## src/rtl/ansi_pkg.sv

```systemverilog
// Package for the ANSI escape stripper: shared constants, enum types,
// the payload structs and the level classification function. No dependencies.
`timescale 1ns / 1ps

package ansi_pkg;

    localparam int MAX_LINE = 256;
    localparam int CNT_W    = $clog2(MAX_LINE + 1);
    localparam int BYTE_W   = 8;
    localparam int POS_W    = 8;
    localparam int CAP_W    = 9;
    localparam int LEN_W    = 9;
    localparam int LVL_W    = 3;

    localparam logic [CAP_W-1:0] CAP_RESET = CAP_W'(240);
    localparam logic [CNT_W-1:0] CAP_MAX   = CNT_W'(MAX_LINE);

    localparam logic [BYTE_W-1:0] CH_ESC     = 8'h1B;
    localparam logic [BYTE_W-1:0] CH_LF      = 8'h0A;
    localparam logic [BYTE_W-1:0] CH_CR      = 8'h0D;
    localparam logic [BYTE_W-1:0] CH_FINAL_LO = 8'h40;
    localparam logic [BYTE_W-1:0] CH_FINAL_HI = 8'h7E;
    localparam logic [BYTE_W-1:0] CH_E       = 8'h45;
    localparam logic [BYTE_W-1:0] CH_W       = 8'h57;
    localparam logic [BYTE_W-1:0] CH_D       = 8'h44;
    localparam logic [BYTE_W-1:0] CH_V       = 8'h56;

    typedef enum logic [1:0] {
        ESC_NORMAL = 2'd0,
        ESC_AFTER  = 2'd1,
        ESC_IN_SEQ = 2'd2
    } t_esc_mode;

    typedef enum logic [LVL_W-1:0] {
        LVL_ERROR   = 3'd0,
        LVL_WARN    = 3'd1,
        LVL_INFO    = 3'd2,
        LVL_DEBUG   = 3'd3,
        LVL_VERBOSE = 3'd4
    } t_level;

    typedef struct packed {
        logic [BYTE_W-1:0] in_byte;
        logic              last_byte;
    } t_item;

    typedef struct packed {
        logic [BYTE_W-1:0] out_byte;
        logic              kept;
        logic [POS_W-1:0]  position;
        logic              line_done;
        logic [LEN_W-1:0]  line_length;
        logic [LVL_W-1:0]  level_class;
        logic              line_valid;
    } t_result;

    function automatic t_level f_class_of(input logic [BYTE_W-1:0] b);
        t_level lvl;
        unique case (b)
            CH_E:    lvl = LVL_ERROR;
            CH_W:    lvl = LVL_WARN;
            CH_D:    lvl = LVL_DEBUG;
            CH_V:    lvl = LVL_VERBOSE;
            default: lvl = LVL_INFO;
        endcase
        return lvl;
    endfunction

endpackage

```

## src/rtl/ansi_if.sv

```systemverilog
// Valid/ready channel interfaces for the ANSI escape stripper: byte input,
// result output and configuration write. Depends on ansi_pkg.
`timescale 1ns / 1ps

interface ansi_in_if;
    import ansi_pkg::*;
    logic              valid;
    logic              ready;
    logic [BYTE_W-1:0] in_byte;
    logic              last_byte;
    modport source (output valid, output in_byte, output last_byte, input ready);
    modport sink   (input valid, input in_byte, input last_byte, output ready);
endinterface

interface ansi_out_if;
    import ansi_pkg::*;
    logic              valid;
    logic              ready;
    logic [BYTE_W-1:0] out_byte;
    logic              kept;
    logic [POS_W-1:0]  position;
    logic              line_done;
    logic [LEN_W-1:0]  line_length;
    logic [LVL_W-1:0]  level_class;
    logic              line_valid;
    modport source (output valid, output out_byte, output kept, output position,
                    output line_done, output line_length, output level_class,
                    output line_valid, input ready);
    modport sink   (input valid, input out_byte, input kept, input position,
                    input line_done, input line_length, input level_class,
                    input line_valid, output ready);
endinterface

interface ansi_cfg_if;
    import ansi_pkg::*;
    logic             valid;
    logic             ready;
    logic [CAP_W-1:0] data;
    modport source (output valid, output data, input ready);
    modport sink   (input valid, input data, output ready);
endinterface

```

## src/rtl/ansi_in_stage.sv

```systemverilog
// Input register stage of the ANSI escape stripper.
// Holds one accepted byte transaction until the line logic consumes it. Depends on ansi_pkg.
`timescale 1ns / 1ps

module ansi_in_stage
    import ansi_pkg::*;
(
    input  logic  i_clk,
    input  logic  i_rst_n,
    input  logic  i_load,
    input  t_item i_item,
    input  logic  i_take,
    output logic  o_valid,
    output t_item o_item
);

    logic  r_valid;
    logic  n_valid;
    t_item r_item;

    always_comb begin
        n_valid = r_valid;
        if (i_load) begin
            n_valid = 1'b1;
        end else if (i_take) begin
            n_valid = 1'b0;
        end
    end

    always_ff @(posedge i_clk) begin
        if (!i_rst_n) begin
            r_valid <= 1'b0;
        end else begin
            r_valid <= n_valid;
        end
    end

    always_ff @(posedge i_clk) begin
        if (i_load) begin
            r_item <= i_item;
        end
    end

    assign o_valid = r_valid;
    assign o_item  = r_item;

endmodule

```

## src/rtl/ansi_line_fsm.sv

```systemverilog
// Line state of the ANSI escape stripper: escape parser, kept count, trimmed
// length, level class and the capacity register. Depends on ansi_pkg and ansi_if.
`timescale 1ns / 1ps

module ansi_line_fsm
    import ansi_pkg::*;
(
    input  logic            i_clk,
    input  logic            i_rst_n,
    ansi_cfg_if.sink        i_cfg,
    input  logic            i_step,
    input  t_item           i_item,
    output t_result         o_result
);

    logic [CAP_W-1:0] r_cap;
    t_esc_mode        r_mode, n_mode;
    logic [CNT_W-1:0] r_kept_cnt, n_kept_cnt;
    logic [CNT_W-1:0] r_content_len, n_content_len;
    t_level           r_level, n_level;

    logic [CNT_W-1:0] cap_eff;
    logic             active;
    logic             is_final;

    assign i_cfg.ready = 1'b1;

    always_ff @(posedge i_clk) begin
        if (!i_rst_n) begin
            r_cap <= CAP_RESET;
        end else if (i_cfg.valid) begin
            r_cap <= i_cfg.data;
        end
    end

    // Capacities above the line buffer size act as the full buffer.
    assign cap_eff  = (r_cap > CAP_W'(MAX_LINE)) ? CAP_MAX : CNT_W'(r_cap);
    assign active   = (r_kept_cnt < cap_eff);
    assign is_final = (i_item.in_byte >= CH_FINAL_LO) && (i_item.in_byte <= CH_FINAL_HI);

    always_comb begin
        n_mode        = r_mode;
        n_kept_cnt    = r_kept_cnt;
        n_content_len = r_content_len;
        n_level       = r_level;
        o_result      = '0;
        o_result.out_byte  = i_item.in_byte;
        o_result.line_done = i_item.last_byte;

        // Once the line is full, escape parsing and keeping stop; the last byte still closes the line.
        if (active) begin
            unique case (r_mode)
                ESC_AFTER: begin
                    n_mode = ESC_IN_SEQ;
                end
                ESC_IN_SEQ: begin
                    if (is_final) begin
                        n_mode = ESC_NORMAL;
                    end
                end
                ESC_NORMAL: begin
                    if (i_item.in_byte == CH_ESC) begin
                        n_mode = ESC_AFTER;
                    end else begin
                        o_result.kept     = 1'b1;
                        o_result.position = r_kept_cnt[POS_W-1:0];
                        if (r_kept_cnt == '0) begin
                            n_level = f_class_of(i_item.in_byte);
                        end
                        n_kept_cnt = r_kept_cnt + CNT_W'(1);
                        if (i_item.in_byte != CH_LF && i_item.in_byte != CH_CR) begin
                            n_content_len = n_kept_cnt;
                        end
                    end
                end
                default: begin
                    n_mode = ESC_NORMAL;
                end
            endcase
        end

        if (i_item.last_byte) begin
            o_result.line_length = LEN_W'(n_content_len);
            o_result.level_class = n_level;
            o_result.line_valid  = (n_content_len != '0);
            n_mode        = ESC_NORMAL;
            n_kept_cnt    = '0;
            n_content_len = '0;
            n_level       = LVL_INFO;
        end
    end

    always_ff @(posedge i_clk) begin
        if (!i_rst_n) begin
            r_mode        <= ESC_NORMAL;
            r_kept_cnt    <= '0;
            r_content_len <= '0;
            r_level       <= LVL_INFO;
        end else if (i_step) begin
            r_mode        <= n_mode;
            r_kept_cnt    <= n_kept_cnt;
            r_content_len <= n_content_len;
            r_level       <= n_level;
        end
    end

    a_len_within_kept: assert property (@(posedge i_clk) disable iff (!i_rst_n)
        r_content_len <= r_kept_cnt)
        else $error("trimmed length exceeds kept count");

    a_kept_bounded: assert property (@(posedge i_clk) disable iff (!i_rst_n)
        r_kept_cnt <= CAP_MAX)
        else $error("kept count beyond line buffer size");

    a_line_clears: assert property (@(posedge i_clk) disable iff (!i_rst_n)
        i_step && i_item.last_byte |=> r_kept_cnt == '0 && r_mode == ESC_NORMAL)
        else $error("line state not cleared after last byte");

    a_kept_counts: assert property (@(posedge i_clk) disable iff (!i_rst_n)
        i_step && o_result.kept && !i_item.last_byte
        |=> r_kept_cnt == $past(r_kept_cnt) + CNT_W'(1))
        else $error("kept byte did not advance the count");

endmodule

```

## src/rtl/ansi_out_stage.sv

```systemverilog
// Result register of the ANSI escape stripper, driving the output channel.
// Depends on ansi_pkg and ansi_if.
`timescale 1ns / 1ps

module ansi_out_stage
    import ansi_pkg::*;
(
    input  logic       i_clk,
    input  logic       i_rst_n,
    input  logic       i_load,
    input  t_result    i_result,
    output logic       o_free,
    ansi_out_if.source o_out
);

    logic    r_valid;
    logic    n_valid;
    t_result r_res;

    // The register can take a new result when empty or when its current
    // transaction completes in this cycle.
    assign o_free = !r_valid || o_out.ready;

    always_comb begin
        n_valid = r_valid;
        if (i_load) begin
            n_valid = 1'b1;
        end else if (o_out.ready) begin
            n_valid = 1'b0;
        end
    end

    always_ff @(posedge i_clk) begin
        if (!i_rst_n) begin
            r_valid <= 1'b0;
        end else begin
            r_valid <= n_valid;
        end
    end

    always_ff @(posedge i_clk) begin
        if (i_load) begin
            r_res <= i_result;
        end
    end

    assign o_out.valid       = r_valid;
    assign o_out.out_byte    = r_res.out_byte;
    assign o_out.kept        = r_res.kept;
    assign o_out.position    = r_res.position;
    assign o_out.line_done   = r_res.line_done;
    assign o_out.line_length = r_res.line_length;
    assign o_out.level_class = r_res.level_class;
    assign o_out.line_valid  = r_res.line_valid;

endmodule

```

## src/rtl/ansi_escape_stripper_unit.sv

```systemverilog
// ANSI escape stripper: takes one log byte per transaction and returns one
// result per byte. It sustains one byte per clock cycle while results are taken.
// An accepted byte is held in the input register, and its result is then loaded
// into the result register. The rate is set by the line state loop (escape
// mode, kept count, trimmed length, level), which updates once per byte. A
// stalled result holds the input register and so stalls the input. The
// capacity register must only be written while the block is idle.
// Depends on ansi_pkg, ansi_if, ansi_in_stage, ansi_line_fsm and ansi_out_stage.
`timescale 1ns / 1ps

module ansi_escape_stripper_unit
    import ansi_pkg::*;
(
    input  logic       i_clk,
    input  logic       i_rst_n,
    ansi_cfg_if.sink   i_cfg,
    ansi_in_if.sink    i_in,
    ansi_out_if.source o_out
);

    t_item   in_item;
    t_item   stage_item;
    t_result result;
    logic    stage_valid;
    logic    out_free;
    logic    step;
    logic    load_in;

    assign in_item.in_byte   = i_in.in_byte;
    assign in_item.last_byte = i_in.last_byte;

    assign step        = stage_valid && out_free;
    assign i_in.ready  = !stage_valid || step;
    assign load_in     = i_in.valid && i_in.ready;

    ansi_in_stage u_in_stage (
        .i_clk   (i_clk),
        .i_rst_n (i_rst_n),
        .i_load  (load_in),
        .i_item  (in_item),
        .i_take  (step),
        .o_valid (stage_valid),
        .o_item  (stage_item)
    );

    ansi_line_fsm u_line_fsm (
        .i_clk    (i_clk),
        .i_rst_n  (i_rst_n),
        .i_cfg    (i_cfg),
        .i_step   (step),
        .i_item   (stage_item),
        .o_result (result)
    );

    ansi_out_stage u_out_stage (
        .i_clk    (i_clk),
        .i_rst_n  (i_rst_n),
        .i_load   (step),
        .i_result (result),
        .o_free   (out_free),
        .o_out    (o_out)
    );

endmodule

```

## src/flat_wrapper.sv

```systemverilog
// flat-port wrapper written by rule: the top's interface ports become plain ports
module ansi_escape_stripper_unit_flat import ansi_pkg::*;
  (i_clk, i_rst_n, i_cfg_valid, i_cfg_data, i_cfg_ready, i_in_valid, i_in_in_byte, i_in_last_byte, i_in_ready, o_out_valid, o_out_out_byte, o_out_kept, o_out_position, o_out_line_done, o_out_line_length, o_out_level_class, o_out_line_valid, o_out_ready);
  ansi_cfg_if i_cfg_i ();
  ansi_in_if i_in_i ();
  ansi_out_if o_out_i ();
  input  logic i_clk;
  input  logic i_rst_n;
  input wire logic [$bits(i_cfg_i.valid)-1:0] i_cfg_valid;
  input wire logic [$bits(i_cfg_i.data)-1:0] i_cfg_data;
  output wire logic [$bits(i_cfg_i.ready)-1:0] i_cfg_ready;
  input wire logic [$bits(i_in_i.valid)-1:0] i_in_valid;
  input wire logic [$bits(i_in_i.in_byte)-1:0] i_in_in_byte;
  input wire logic [$bits(i_in_i.last_byte)-1:0] i_in_last_byte;
  output wire logic [$bits(i_in_i.ready)-1:0] i_in_ready;
  output wire logic [$bits(o_out_i.valid)-1:0] o_out_valid;
  output wire logic [$bits(o_out_i.out_byte)-1:0] o_out_out_byte;
  output wire logic [$bits(o_out_i.kept)-1:0] o_out_kept;
  output wire logic [$bits(o_out_i.position)-1:0] o_out_position;
  output wire logic [$bits(o_out_i.line_done)-1:0] o_out_line_done;
  output wire logic [$bits(o_out_i.line_length)-1:0] o_out_line_length;
  output wire logic [$bits(o_out_i.level_class)-1:0] o_out_level_class;
  output wire logic [$bits(o_out_i.line_valid)-1:0] o_out_line_valid;
  input wire logic [$bits(o_out_i.ready)-1:0] o_out_ready;
  assign i_cfg_i.valid = i_cfg_valid;
  assign i_cfg_i.data = i_cfg_data;
  assign i_cfg_ready = i_cfg_i.ready;
  assign i_in_i.valid = i_in_valid;
  assign i_in_i.in_byte = i_in_in_byte;
  assign i_in_i.last_byte = i_in_last_byte;
  assign i_in_ready = i_in_i.ready;
  assign o_out_valid = o_out_i.valid;
  assign o_out_out_byte = o_out_i.out_byte;
  assign o_out_kept = o_out_i.kept;
  assign o_out_position = o_out_i.position;
  assign o_out_line_done = o_out_i.line_done;
  assign o_out_line_length = o_out_i.line_length;
  assign o_out_level_class = o_out_i.level_class;
  assign o_out_line_valid = o_out_i.line_valid;
  assign o_out_i.ready = o_out_ready;
  ansi_escape_stripper_unit u_core (.i_clk(i_clk), .i_rst_n(i_rst_n), .i_cfg(i_cfg_i), .i_in(i_in_i), .o_out(o_out_i));
endmodule
```

## config.mk

```make
export PLATFORM = sky130hd
export DESIGN_NAME = ansi_escape_stripper_unit_flat
export DESIGN_NICKNAME = d
export VERILOG_FILES = /design/src/rtl/ansi_pkg.sv /design/src/rtl/ansi_if.sv /design/src/rtl/ansi_in_stage.sv /design/src/rtl/ansi_line_fsm.sv /design/src/rtl/ansi_out_stage.sv /design/src/rtl/ansi_escape_stripper_unit.sv /design/src/flat_wrapper.sv
export SDC_FILE = /design/constraint.sdc
export NUM_CORES = 1
export LEC_CHECK = 0
export ABC_CLOCK_PERIOD_IN_PS = 2600
export BUFFER_PORTS_ARGS = -buffer_cell sky130_fd_sc_hd__clkbuf_2
export CORE_AREA = 2 2 94 96
export DETAILED_ROUTE_END_ITERATION = 7
export DIE_AREA = 0 0 96 98
export PLACE_DENSITY = 0.61
export SKIP_CTS_REPAIR_TIMING = 1
export SLEW_MARGIN = 15
export SYNTH_ARGS = -nofsm -noshare
export SYNTH_HDL_FRONTEND = slang
export SYNTH_SLANG_ARGS = --single-unit
```

## constraint.sdc

```tcl
create_clock -name i_clk -period 2.6 [get_ports i_clk]
set_input_delay 0.52 -clock i_clk [delete_from_list [all_inputs] [get_ports i_clk]]
set_output_delay 0.52 -clock i_clk [all_outputs]
set_load 0.01 [all_outputs]
```

==> results.json <==
{
  "cts_tree": "yes",
  "power_density_nw_per_um2": 603,
  "die_area_um2": 9410,
  "io_buffers": 55,
  "diodes": 0,
  "maxCapViolations": 0,
  "status": "finished, final reports clean",
  "clk_latency_ns": 0.35,
  "syn_area_um2": 3680,
  "arrival_ns": 2.57,
  "drc": 0,
  "grt_usage_pct": 18.7,
  "synth.avg_cell_area_um2": 10.5,
  "tightest_slew_ns": 0.563,
  "required_ns": 2.81,
  "synth-edff-count": 40,
  "setup_viol": 0,
  "layout.cells.non_filler": 526,
  "detail_route.wl_per_cell_um": 15.8,
  "grt_pass1_vias": 2766,
  "vias": 2980,
  "grt_overflow": 0,
  "drive_gt1_share_pct": 27.0,
  "viasPerCell": 5.67,
  "cts_max_level": 3,
  "syn_nets": 384,
  "antenna_found_initial": 0,
  "rsz0062_at_grt": "false",
  "crit_fanout": 16,
  "first_pass_iters": 5,
  "place_inst": 510,
  "criticalPathCategory": "reg2reg",
  "cts_buffers": 9,
  "fillCellCount": 767,
  "rows": 34,
  "cp-end-kind": "flip-flop",
  "tns_ns": 0,
  "dpl.hpwl_mm": 5.99,
  "ir_drop_uv": 281,
  "die_y_um": 98,
  "synth_seq_area_share_pct": 51.1,
  "timing_hold_violations_final": 0,
  "grt_max_degree": 25,
  "nNetsFinal": 446,
  "ys.flop_type": "edfxtp_1",
  "cts_buffer_depth": 2,
  "final_core_util_pct": 52.2,
  "synthCells": 351,
  "synthArstFlopShare_pct": 0,
  "initial_core_util_pct": 43.5,
  "drv_slew": 0,
  "area_growth_pct": 20.2,
  "relSlewSlack_pct": 62.2,
  "synth_cell_type_count": 56,
  "whs_ns": 0.345,
  "yosysWarnings": 0,
  "yosys-top-cells-area": "edfxtp_1 33%, dfxtp_1 18%, nand2_1 3.7%, ha_1 3.4%, nand3_1 3.3%",
  "yosysTopAreaCellShare_pct": 32.6,
  "wl_mm": 8.29,
  "ant_nets": 0,
  "ys_ff_latch": 74,
  "p_leak_uw": 0.00175,
  "io_pins": 57,
  "path_clk_slew_ns": 0.08,
  "grt_pass1_wl_mm": 13.6,
  "hold_path.class": "in2reg",
  "finalCritPeriodShare_pct": 90.6,
  "coreArea_um2": 8470,
  "die_x_um": 96,
  "fmax_ghz": 0.424,
  "clockRootBuffer": "clkbuf_8",
  "gp_congestion": 0.838,
  "startpoint_type": "flip-flop",
  "fin_skew_ns": 0.0100,
  "fin_crit_ns": 2.36,
  "cts_sinks": 74,
  "synth_area_leader_cell": "edfxtp_1",
  "drt_iter0_drc": 153
}
## per-layer routing
metal / share of wire, % / vias to the layer above / GRT usage, % / wire (um)
li1: - / 1443 / - / -
met4: 2.1 / 0 / 8.24 / 177
met5: 0 / - / 0 / 0
met3: 5.5 / 19 / 3.24 / 458
met1: 43 / 1408 / 25.0 / 3590
met2: 49 / 110 / 29.5 / 4060
## final cells by class
class / instances / area [um2] / area share, %
clock buffers: 10 / 138 / 3.11
clock inverters: 6 / 128 / 2.89
inverters: 11 / 41.3 / 0.934
multi-input cells: 237 / 1610 / 36.4
flip-flops and latches: 74 / 1880 / 42.5
well taps: 108 / 135 / 3.06
repair buffers: 80 / 488 / 11.0
## synthesized netlist by cell type, types with 4 or more instances
master and number:
buf_1 4, a21oi_1 21, inv_1 9, edfxtp_1 40, ha_1 10, buf_2 5, a31oi_1 4, o21ai_0 9
nor2_1 17, and3_1 9, nand2_1 36, o221ai_2 5, o32ai_1 7, a311oi_2 6, nor3_1 16, xnor2_1 5
nor4_1 4, mux2i_1 11, dfxtp_1 34, nand4_1 7, clkbuf_1 13, buf_6 5, nand3_1 24
## where the power goes
group	leakage [uW]	internal, uW	total [uW]	switching (uW)
clock	0.000132	754	1180	422
sequential	0.000655	1270	1300	26.2
combinational	0.000968	75.2	193	118
total	0.00175	2100	2670	565
## critical path: stages (launching register included)
cell	delay [ns]
dfxtp_1	0.32
inv_2	0.10
buf_4	0.12
nand2_1	0.05
ha_1	0.28
a21oi_1	0.13
o21ai_1	0.14
a211o_1	0.39
buf_12	0.17
or3_1	0.37
a21oi_1	0.14
## kinds of logic after synthesis
group / after synthesis / share of synthesized area (%)
buf+inv: 40 / 5.47
flops: 74 / 51.1
fa+ha+maj: 10 / 3.40
simple gates: 133 / 18.7
mux: 11 / 2.99
other cells: 1 / 0.102
compound gates: 74 / 16.3
xor+xnor: 8 / 1.90
## sequential cells by signal (all words and copies together), names as in the netlist
name and flops:
u_core.u_out_stage.o_out.kept 1, u_core.u_out_stage.o_out.out_byte 8, u_core.u_in_stage.o_valid 1, u_core.u_line_fsm.r_level 3, u_core.u_line_fsm.r_cap 9, u_core.u_out_stage.o_out.line_valid 1, u_core.u_line_fsm.r_content_len 9, u_core.u_out_stage.o_out.line_done 1
u_core.u_out_stage.o_out.line_length 9, u_core.u_line_fsm.r_mode 2, u_core.u_out_stage.o_out.valid 1, u_core.u_in_stage.o_item 9, u_core.u_out_stage.o_out.level_class 3, u_core.u_out_stage.o_out.position 8, u_core.u_line_fsm.r_kept_cnt 9
## worst paths after layout
check | slack (ns) | end | depth (start not counted) | from
hold / removal | 0.34 | u_core.u_in_stage.o_item[6] | 1 | i_in_in_byte[5]
setup reg to reg | 0.24 | u_core.u_out_stage.o_out.level_class[0] | 10 | u_core.u_line_fsm.r_cap[8]
setup / recovery | 0.24 | u_core.u_out_stage.o_out.level_class[0] | 10 | u_core.u_line_fsm.r_cap[8]
hold reg to reg | 0.48 | u_core.u_line_fsm.r_cap[4] | 2 | u_core.u_line_fsm.r_cap[4]
## layout by cell type (no fill, tap or decap), types with 5 or more instances in the layout
cell / n
and3_1: 9
clkbuf_2: 55
inv_1: 9
xnor2_1: 5
nand4_1: 7
buf_4: 23
o32ai_1: 7
o221ai_2: 5
nand3_1: 24
ha_1: 10
o21ai_0: 8
a21oi_1: 21
mux2i_1: 11
edfxtp_1: 40
a311oi_2: 6
nand2_1: 36
nor3_1: 16
dfxtp_1: 34
clkbuf_8: 10
nor2_1: 17
## per-stage QoR
| step | total power (uW) | cell area (um2) | worst slack [ns] |
|---|---|---|---|
| 2_1_floorplan | 1440 | 3680 | 0.340 |
| 3_3_place_gp | 1510 | 4150 | 0.107 |
| 3_5_place_dp | 1520 | 4150 | 0.0616 |
| 4_1_cts | 2690 | 4420 | 0.0115 |
| 5_1_grt | 2760 | 4420 | 0.0280 |
| 6_report | 2670 | 4420 | 0.243 |
Power figures use the tool's default switching activity.
